`src/hdl/bia_pkg.sv`:
```
`timescale 1ns / 1ps
`default_nettype none
// ----------------------------------------------------------------------------
// bia_pkg
// Shared codes and controller/datapath interface types of the ID allocator.
// ----------------------------------------------------------------------------
package bia_pkg;

  localparam int ACT_W = 2;
  localparam logic [ACT_W-1:0] ACT_GET     = 2'd0;
  localparam logic [ACT_W-1:0] ACT_CHECK   = 2'd1;
  localparam logic [ACT_W-1:0] ACT_RELEASE = 2'd2;

  localparam int ID_IN_W  = 16;
  localparam int CFG_W    = 9;
  localparam int GRANT_W  = 8;
  localparam int OUT_W    = 16;
  localparam int IN_USER_W = 8;

  // Commands from the controller to the datapath.
  typedef struct packed {
    logic load;   // latch the accepted input word
    logic rd;     // read the free-map word at the current address
    logic eval;   // evaluate the word that was read and update the map
    logic step;   // move the scan to the next word
    logic push;   // hand the result to the output register
  } bia_cmd_t;

  // Status from the datapath to the controller.
  typedef struct packed {
    logic need_ram;   // the latched request must touch the free map
    logic keep_scan;  // a get found nothing in this word and words remain
    logic out_busy;   // the output register holds a word not yet taken
  } bia_stat_t;

endpackage
`default_nettype wire

```
`src/hdl/bia_ram.sv`:
```
`timescale 1ns / 1ps
`default_nettype none
// ----------------------------------------------------------------------------
// bia_ram
// Generic single-write, single-read RAM with a registered read port.
// ----------------------------------------------------------------------------
module bia_ram #(
  parameter int WIDTH = 64,
  parameter int DEPTH = 4
) (
  input  wire logic                                    clk,
  input  wire logic                                    we,
  input  wire logic [(DEPTH > 1 ? $clog2(DEPTH) : 1)-1:0] waddr,
  input  wire logic [WIDTH-1:0]                        wdata,
  input  wire logic                                    re,
  input  wire logic [(DEPTH > 1 ? $clog2(DEPTH) : 1)-1:0] raddr,
  output logic      [WIDTH-1:0]                        rdata
);

  logic [WIDTH-1:0] mem [DEPTH];

  always_ff @(posedge clk) begin
    if (we) begin
      mem[waddr] <= wdata;
    end
    if (re) begin
      rdata <= mem[raddr];
    end
  end

endmodule
`default_nettype wire

```
`src/hdl/bia_ctrl.sv`:
```
`timescale 1ns / 1ps
`default_nettype none
// ----------------------------------------------------------------------------
// bia_ctrl
// Sequencer of the ID allocator: accept, read, evaluate, deliver.
// ----------------------------------------------------------------------------
module bia_ctrl
  import bia_pkg::*;
(
  input  wire logic      clk,
  input  wire logic      rst,
  input  wire logic      s_tvalid,
  output logic           s_tready,
  input  wire bia_stat_t stat,
  output bia_cmd_t       cmd
);

  localparam logic [1:0] S_IDLE = 2'd0;
  localparam logic [1:0] S_READ = 2'd1;
  localparam logic [1:0] S_EVAL = 2'd2;
  localparam logic [1:0] S_DONE = 2'd3;

  logic [1:0] state;
  logic [1:0] state_next;

  assign s_tready = (state == S_IDLE);

  always_comb begin
    state_next = state;
    cmd        = '0;
    case (state)
      S_IDLE: begin
        if (s_tvalid) begin
          cmd.load   = 1'b1;
          state_next = S_READ;
        end
      end
      S_READ: begin
        if (stat.need_ram) begin
          cmd.rd     = 1'b1;
          state_next = S_EVAL;
        end else begin
          state_next = S_DONE;
        end
      end
      S_EVAL: begin
        cmd.eval = 1'b1;
        if (stat.keep_scan) begin
          cmd.step   = 1'b1;
          state_next = S_READ;
        end else begin
          state_next = S_DONE;
        end
      end
      S_DONE: begin
        if (!stat.out_busy) begin
          cmd.push   = 1'b1;
          state_next = S_IDLE;
        end
      end
      default: begin
        state_next = S_IDLE;
      end
    endcase
  end

  always_ff @(posedge clk) begin
    if (rst) begin
      state <= S_IDLE;
    end else begin
      state <= state_next;
    end
  end

endmodule
`default_nettype wire

```
`src/hdl/bia_dp.sv`:
```
`timescale 1ns / 1ps
`default_nettype none
// ----------------------------------------------------------------------------
// bia_dp
// Datapath of the ID allocator: ID count, free-map RAM, word valid bits,
// lowest-free search over one word, result and output registers.
// ----------------------------------------------------------------------------
module bia_dp
  import bia_pkg::*;
#(
  parameter int MAX_IDS = 256
) (
  input  wire logic                 clk,
  input  wire logic                 rst,
  input  wire logic                 cfg_we,
  input  wire logic [CFG_W-1:0]     cfg_wdata,
  input  wire logic [IN_USER_W-1:0] s_tuser,
  input  wire logic [ID_IN_W-1:0]   s_tdata,
  output logic                      m_tvalid,
  input  wire logic                 m_tready,
  output logic      [OUT_W-1:0]     m_tdata,
  input  wire bia_cmd_t             cmd,
  output bia_stat_t                 stat
);

  localparam int WORD_W = (MAX_IDS < 64) ? MAX_IDS : 64;
  localparam int NWORDS = (MAX_IDS + WORD_W - 1) / WORD_W;
  localparam int WIDX_W = (NWORDS > 1) ? $clog2(NWORDS) : 1;
  localparam int BIT_W  = $clog2(WORD_W);
  localparam int CNT_W  = $clog2(MAX_IDS + 1);
  localparam int RST_CNT = (MAX_IDS < 256) ? MAX_IDS : 256;

  logic [CNT_W-1:0]  count;
  logic [NWORDS-1:0] wvalid;
  logic [ACT_W-1:0]  act;
  logic              in_range;
  logic [BIT_W-1:0]  bitsel;
  logic [WIDX_W-1:0] addr;
  logic              rvalid;
  logic [WORD_W-1:0] rdata;

  logic [GRANT_W-1:0] res_granted;
  logic               res_ok;
  logic               res_free;

  logic [CNT_W-1:0]  cnt_m1;
  logic [WIDX_W-1:0] last_w;
  logic [BIT_W-1:0]  last_b;
  logic [WORD_W-1:0] word_eff;
  logic [WORD_W-1:0] word_avail;
  logic              found;
  logic [BIT_W-1:0]  pos;
  logic [ID_IN_W-1:0] gid;
  logic              wr_en;
  logic [WORD_W-1:0] wr_data;
  logic              is_get;

  always_ff @(posedge clk) begin
    if (rst) begin
      count  <= CNT_W'(RST_CNT);
      wvalid <= '0;
    end else if (cfg_we) begin
      // A new count frees every ID: all words fall back to their reset value.
      if (32'(cfg_wdata) > MAX_IDS) begin
        count <= CNT_W'(MAX_IDS);
      end else begin
        count <= CNT_W'(cfg_wdata);
      end
      wvalid <= '0;
    end else if (wr_en) begin
      wvalid[addr] <= 1'b1;
    end
  end

  assign is_get = (act == ACT_GET);
  assign cnt_m1 = count - CNT_W'(1);
  assign last_w = WIDX_W'(cnt_m1 >> BIT_W);
  assign last_b = cnt_m1[BIT_W-1:0];

  always_ff @(posedge clk) begin
    if (cmd.load) begin
      act      <= s_tuser[ACT_W-1:0];
      in_range <= (s_tdata < ID_IN_W'(count));
      bitsel   <= s_tdata[BIT_W-1:0];
      if (s_tuser[ACT_W-1:0] == ACT_GET) begin
        addr <= '0;
      end else begin
        addr <= WIDX_W'(s_tdata >> BIT_W);
      end
    end else if (cmd.step) begin
      addr <= addr + WIDX_W'(1);
    end
    if (cmd.rd) begin
      rvalid <= wvalid[addr];
    end
  end

  bia_ram #(
    .WIDTH (WORD_W),
    .DEPTH (NWORDS)
  ) u_map (
    .clk   (clk),
    .we    (wr_en),
    .waddr (addr),
    .wdata (wr_data),
    .re    (cmd.rd),
    .raddr (addr),
    .rdata (rdata)
  );

  // A word never written since the last clear reads as all free.
  assign word_eff = rvalid ? rdata : '1;

  always_comb begin
    for (int b = 0; b < WORD_W; b++) begin
      word_avail[b] = word_eff[b] && ((addr != last_w) || (BIT_W'(b) <= last_b));
    end
  end

  // Lowest set bit of the available word.
  always_comb begin
    found = 1'b0;
    pos   = '0;
    for (int b = WORD_W - 1; b >= 0; b--) begin
      if (word_avail[b]) begin
        found = 1'b1;
        pos   = BIT_W'(b);
      end
    end
  end

  assign gid = (ID_IN_W'(addr) << BIT_W) | ID_IN_W'(pos);

  always_comb begin
    wr_en   = 1'b0;
    wr_data = word_eff;
    if (cmd.eval) begin
      if (is_get && found) begin
        wr_en   = 1'b1;
        wr_data = word_eff & ~(WORD_W'(1) << pos);
      end else if (act == ACT_RELEASE) begin
        wr_en   = 1'b1;
        wr_data = word_eff | (WORD_W'(1) << bitsel);
      end
    end
  end

  always_ff @(posedge clk) begin
    if (cmd.load) begin
      res_granted <= '0;
      res_ok      <= 1'b0;
      res_free    <= 1'b0;
    end else if (cmd.eval) begin
      if (is_get && found) begin
        res_granted <= gid[GRANT_W-1:0];
        res_ok      <= 1'b1;
      end
      if (act == ACT_CHECK) begin
        res_free <= word_eff[bitsel];
      end
    end
  end

  always_ff @(posedge clk) begin
    if (rst) begin
      m_tvalid <= 1'b0;
    end else if (cmd.push) begin
      m_tvalid <= 1'b1;
    end else if (m_tready) begin
      m_tvalid <= 1'b0;
    end
  end

  always_ff @(posedge clk) begin
    if (cmd.push) begin
      m_tdata <= {(OUT_W - GRANT_W - 2)'(0), res_free, res_ok, res_granted};
    end
  end

  assign stat.need_ram  = (is_get && (count != '0)) ||
                          (((act == ACT_CHECK) || (act == ACT_RELEASE)) && in_range);
  assign stat.keep_scan = is_get && !found && (addr != last_w);
  assign stat.out_busy  = m_tvalid && !m_tready;

endmodule
`default_nettype wire

```
`src/hdl/bitmap_id_allocator.sv`:
```
`timescale 1ns / 1ps
`default_nettype none
// From acceptance, a get reads and evaluates map words in turn from word 0 until
// it finds a free ID or has evaluated the last word in use; an in-range check or
// release reads and evaluates its own word once, and any other word (a zero count
// included) goes straight to the result. A new word is taken in the cycle after the
// result is loaded; a stalled output holds the result, and so the next word, back.
// Reset (synchronous, active high) sets the count to 256, capped at MAX_IDS, and
// marks every ID free at once through word valid bits.
// ----------------------------------------------------------------------------
// bitmap_id_allocator
// Lowest-free ID allocator with get, check and release requests.
// ----------------------------------------------------------------------------
module bitmap_id_allocator
  import bia_pkg::*;
#(
  parameter int MAX_IDS = 256
) (
  input  wire logic                 clk,
  input  wire logic                 rst,
  input  wire logic                 cfg_we,
  input  wire logic [CFG_W-1:0]     cfg_wdata,   // total_ids
  input  wire logic                 s_tvalid,
  output logic                      s_tready,
  input  wire logic [ID_IN_W-1:0]   s_tdata,     // [15:0] id_number
  input  wire logic [IN_USER_W-1:0] s_tuser,     // [1:0] action, [7:2] zero
  output logic                      m_tvalid,
  input  wire logic                 m_tready,
  output logic      [OUT_W-1:0]     m_tdata      // [7:0] granted_id, [8] grant_ok,
                                                 // [9] id_free, [15:10] zero
);

  bia_cmd_t  cmd;
  bia_stat_t stat;

  bia_ctrl u_ctrl (
    .clk      (clk),
    .rst      (rst),
    .s_tvalid (s_tvalid),
    .s_tready (s_tready),
    .stat     (stat),
    .cmd      (cmd)
  );

  bia_dp #(
    .MAX_IDS (MAX_IDS)
  ) u_dp (
    .clk       (clk),
    .rst       (rst),
    .cfg_we    (cfg_we),
    .cfg_wdata (cfg_wdata),
    .s_tuser   (s_tuser),
    .s_tdata   (s_tdata),
    .m_tvalid  (m_tvalid),
    .m_tready  (m_tready),
    .m_tdata   (m_tdata),
    .cmd       (cmd),
    .stat      (stat)
  );

  // A result never reports both a grant and a free check.
  a_one_kind: assert property (@(posedge clk) disable iff (rst)
    m_tvalid |-> !(m_tdata[8] && m_tdata[9]))
    else $error("grant and check flags set together");

  // A granted ID is zero unless the grant succeeded.
  a_grant_zero: assert property (@(posedge clk) disable iff (rst)
    (m_tvalid && !m_tdata[8]) |-> (m_tdata[7:0] == '0))
    else $error("nonzero granted ID without grant");

  // The map is only read or evaluated while an accepted word is in work.
  a_busy_work: assert property (@(posedge clk) disable iff (rst)
    (cmd.rd || cmd.eval || cmd.push) |-> !s_tready)
    else $error("map access while idle");

  // A pushed result appears on the output in the next cycle.
  a_push_valid: assert property (@(posedge clk) disable iff (rst)
    cmd.push |=> m_tvalid)
    else $error("pushed result not presented");

endmodule
`default_nettype wire

```
`config.mk`:
```
export PLATFORM = sky130hd
export DESIGN_NAME = bitmap_id_allocator
export DESIGN_NICKNAME = d
export VERILOG_FILES = /design/src/hdl/bia_pkg.sv /design/src/hdl/bia_ram.sv /design/src/hdl/bia_ctrl.sv /design/src/hdl/bia_dp.sv /design/src/hdl/bitmap_id_allocator.sv
export SDC_FILE = /design/constraint.sdc
export NUM_CORES = 1
export LEC_CHECK = 0
export ABC_CLOCK_PERIOD_IN_PS = 7750
export CAP_MARGIN = 20
export CORE_ASPECT_RATIO = 0.75
export CORE_UTILIZATION = 60
export DETAILED_ROUTE_END_ITERATION = 6
export DONT_BUFFER_PORTS = 1
export PLACE_DENSITY_LB_ADDON = 0.08
export REMOVE_ABC_BUFFERS = 1
export SLEW_MARGIN = 30
export SYNTH_ARGS = -nofsm -noshare
export SYNTH_HDL_FRONTEND = slang
export SYNTH_SLANG_ARGS = --single-unit
```
`constraint.sdc`:
```
create_clock -name clk -period 7.75 [get_ports clk]
set_input_delay 1.55 -clock clk [delete_from_list [all_inputs] [get_ports clk]]
set_output_delay 1.55 -clock clk [all_outputs]
set_load 0.05 [all_outputs]
```
==> run metrics <==
total global routing track utilization=43.2%; outcome=finished, violations left; CTS root buffer=clkbuf_16; crit path capture type=flop; post-synth top area cell=edfxtp_1; Post-CTS Repair Setup Buffers=0; maximum clock frequency=154 MHz; worst min-delay path class=reg2reg; Crit Path Class=reg2reg; Max-cap violations=0; layout net count=1531; Cell Pwr Density=224 mW/mm²; relative slew slack=21.3%; vias per inst=7.78; Main synth FF type=edfxtp_1; Sw Share=27.8%; CTS tree=done; worst slack, placed=1750 ps; share of post-route cells with drive strength above 1=14.8%; post_cts resized=0; Die X=205 µm; Slew @ Worst Pin=1180 ps; WL/cell=35.7 µm; Top Ports=56; Hold Path Sink=u_dp.m_tdata[8]; combinational power share=14.8%; Routed Antenna Nets=0; Fin Clk Skew=20.3 ps; CTS max path bufs=3; Final Slew Violations=0; largest net degree at the start of global routing=99; commonest non-fill, non-tap cell in the layout=edfxtp_1; worst r2r src=u_dp.count[0]; Clk pwr share=36.1%; Residual DRC=13; Critical Path Max Stage Delay=920 ps; Netlist Area Pre-Place=0.0186 mm²; Final period util=84.0%; hold depth=0; cts bufs inserted=34; worst endpoint data arrival time=6760 ps; Pint=3.28 mW; sequential fraction of the synthesis area=58.0%; Final Critical Period=6510 ps; Post-DP HPWL=45400 µm; reg-to-reg slack, setup=1240 ps; CP Max Fanout=27; Seq pwr share=49.1%; clock sink total=368; first-pass GRT wire length=96200 µm; 1st-pass router iterations=7; vias in the first global route=14000; Final Total Pwr=4.54 mW; Peak VDD IR=239 µV; Mean Syn Cell Area=12.6 µm²; Starting Density=61.3%; gr ovfl total=0; Layout fillers=2025; RSZ-0062 raised after global routing=no; hold_buf cts=0; reg2reg end=u_dp.u_map.mem[3][42]; top cell type's share of synthesized area=55.2%; Post-synth EDFFs=342; CP Launch Type=flop; final hold vios=0; asr flop ratio synth=0%; total number of vias=14800; Critical-path top delay cell=or4_1; hold_sp=u_dp.res_ok; Detailed Route Iter0 Violations=2881; DIE HEIGHT=154 µm; final setup vio count=0; CP Data Required Time=8000 ps; Worst-Skew Late Latency=550 ps; violated checks=DRC; WL final=67700 µm; Area Overhead vs Synth=8.90%; Psw=1.26 mW; crit-path cells=buf_4 -> inv_1 -> ha_1 -> nor4b_2 -> a21boi_1 -> or4_1 -> buf_4 -> o32ai_1 -> o211ai_1 -> nor2_1 -> nand4_1 -> nor2_4 -> o2111a_2 -> a21oi_1 -> a21oi_1; Setup WS post-layout=1240 ps; initial antenna violation count=1; Register-to-Register Path Depth=15; Yosys reg bits=368; most frequent cells in the layout=edfxtp_1, a21oi_1, nor2_1; Static Leak=5.48 nW; cell count after synthesis=1475; Diodes inserted=0; Core Region=0.0303 mm²; hold slack=433 ps; RePlAce Congestion=1.05; Rows=55; Clock transition at path regs=70 ps; largest cells by area after synthesis=edfxtp_1, mux4_2, a21oi_1; Synth Warn #=0; IO buf count=0; H-tree depth=2; die area=0.0317 mm²; Cell variety after synth=96
==> stage by stage <==
step | area, µm² | utilization (%) | TNS (ps) | cells
3_5_place_dp | 19100 | 63.1 | 0 | 1836
3_3_place_gp | 19100 | 63.0 | 0 | 1835
2_1_floorplan | 18200 | - | -28110 | 1392
4_1_cts | 20200 | 66.5 | 0 | 1894
5_1_grt | 20300 | 66.7 | 0 | 1896
6_report | 20300 | 66.7 | 0 | 1896
==> flip-flops by register name, indices dropped and copies added, names as in the netlist, 2 cells and up <==
| register | cells |
|---|---|
| u_dp.wvalid | 4 |
| u_dp.act | 2 |
| u_dp.m_tdata | 10 |
| u_dp.bitsel | 6 |
| u_dp.u_map.mem | 256 |
| u_dp.addr | 2 |
| u_ctrl.state | 2 |
| u_dp.res_granted | 8 |
| u_dp.count | 9 |
| u_dp.u_map.rdata | 64 |
==> power groups by stage <==
| stage | Sequential, mW | Clock [mW] | Combinational, mW |
|---|---|---|---|
| floorplan | 2.31 | 0 | 0.351 |
| global placement | 2.27 | 0 | 0.620 |
| detailed placement | 2.27 | 0 | 0.629 |
| CTS | 2.23 | 1.64 | 0.635 |
| global route | 2.23 | 1.71 | 0.692 |
| finish | 2.23 | 1.64 | 0.671 |
==> cells in the mapped netlist (26+ instances only) <==
library cell,number
nor3_1,41
a31oi_1,29
nand2_1,65
nor2_1,107
nand2b_1,64
clkbuf_1,51
o21ai_0,49
a21oi_1,180
inv_1,29
mux4_2,74
edfxtp_1,342
dfxtp_1,26
nor2b_1,29
==> critical path: cells and delay by family, from the launching register on <==
family / cells / cell delay [ps]
adder cells (fa/ha/maj): 1 / 500
buffers and inverters: 3 / 720
AO/OA/AOI/OAI: 6 / 2230
AND/OR/NAND/NOR: 5 / 2420
flip-flops: 1 / 300
==> layout make-up <==
cell class	count	area, µm²	area share, %
Clock buffer	44	888	4.39
Clock inverter	14	153	0.754
Inverter	32	120	0.593
Multi-Input combinational cell	992	7360	36.4
Sequential cell	368	10800	53.3
Tap cell	399	499	2.46
Timing Repair Buffer	47	442	2.18
==> how the worst max path moves through the flow <==
stage / cells past startpoint / slack, ps / to / startpoint
after global placement: 16 / 1840 / u_dp.u_map.mem[0][57] / u_dp.count[0]
final: 15 / 1240 / u_dp.u_map.mem[3][42] / u_dp.count[0]
after global routing: 15 / 1170 / u_dp.u_map.mem[3][42] / u_dp.count[0]
after CTS: 15 / 1640 / u_dp.u_map.mem[1][42] / u_dp.count[0]
after detailed placement: 15 / 1750 / u_dp.u_map.mem[1][22] / u_dp.count[0]
after floorplan: 11 / -120 / u_dp.wvalid[0] / u_dp.addr[0]
==> logic make-up (layout without fill, tap and decap cells) <==
kind of cell / after synthesis / count (layout) / share of synthesized area [%]
AOI/OAI and AO/OA: 461 / 461 / 16.4
xor gates and xnor gates: 8 / 8 / 0.377
adders and majority gates: 18 / 18 / 1.21
buffers and inverters: 120 / 137 / 2.75
DFF: 368 / 368 / 58.0
muxes: 82 / 82 / 9.40
other: 1 / 6 / 0.0202
and+or+nand+nor: 417 / 417 / 11.8
==> metal layers <==
metal | wire (µm) | part of all wire (%) | GRT usage, % | vias to the layer above
met2 | 28000 | 41 | 60.8 | 1483
met5 | 0 | 0 | 0 | -
met4 | 3930 | 5.8 | 19.5 | 0
met1 | 25200 | 37 | 60.9 | 7102
li1 | - | - | - | 5830
met3 | 10600 | 16 | 14.6 | 335
(Power assumes the default switching activity.)
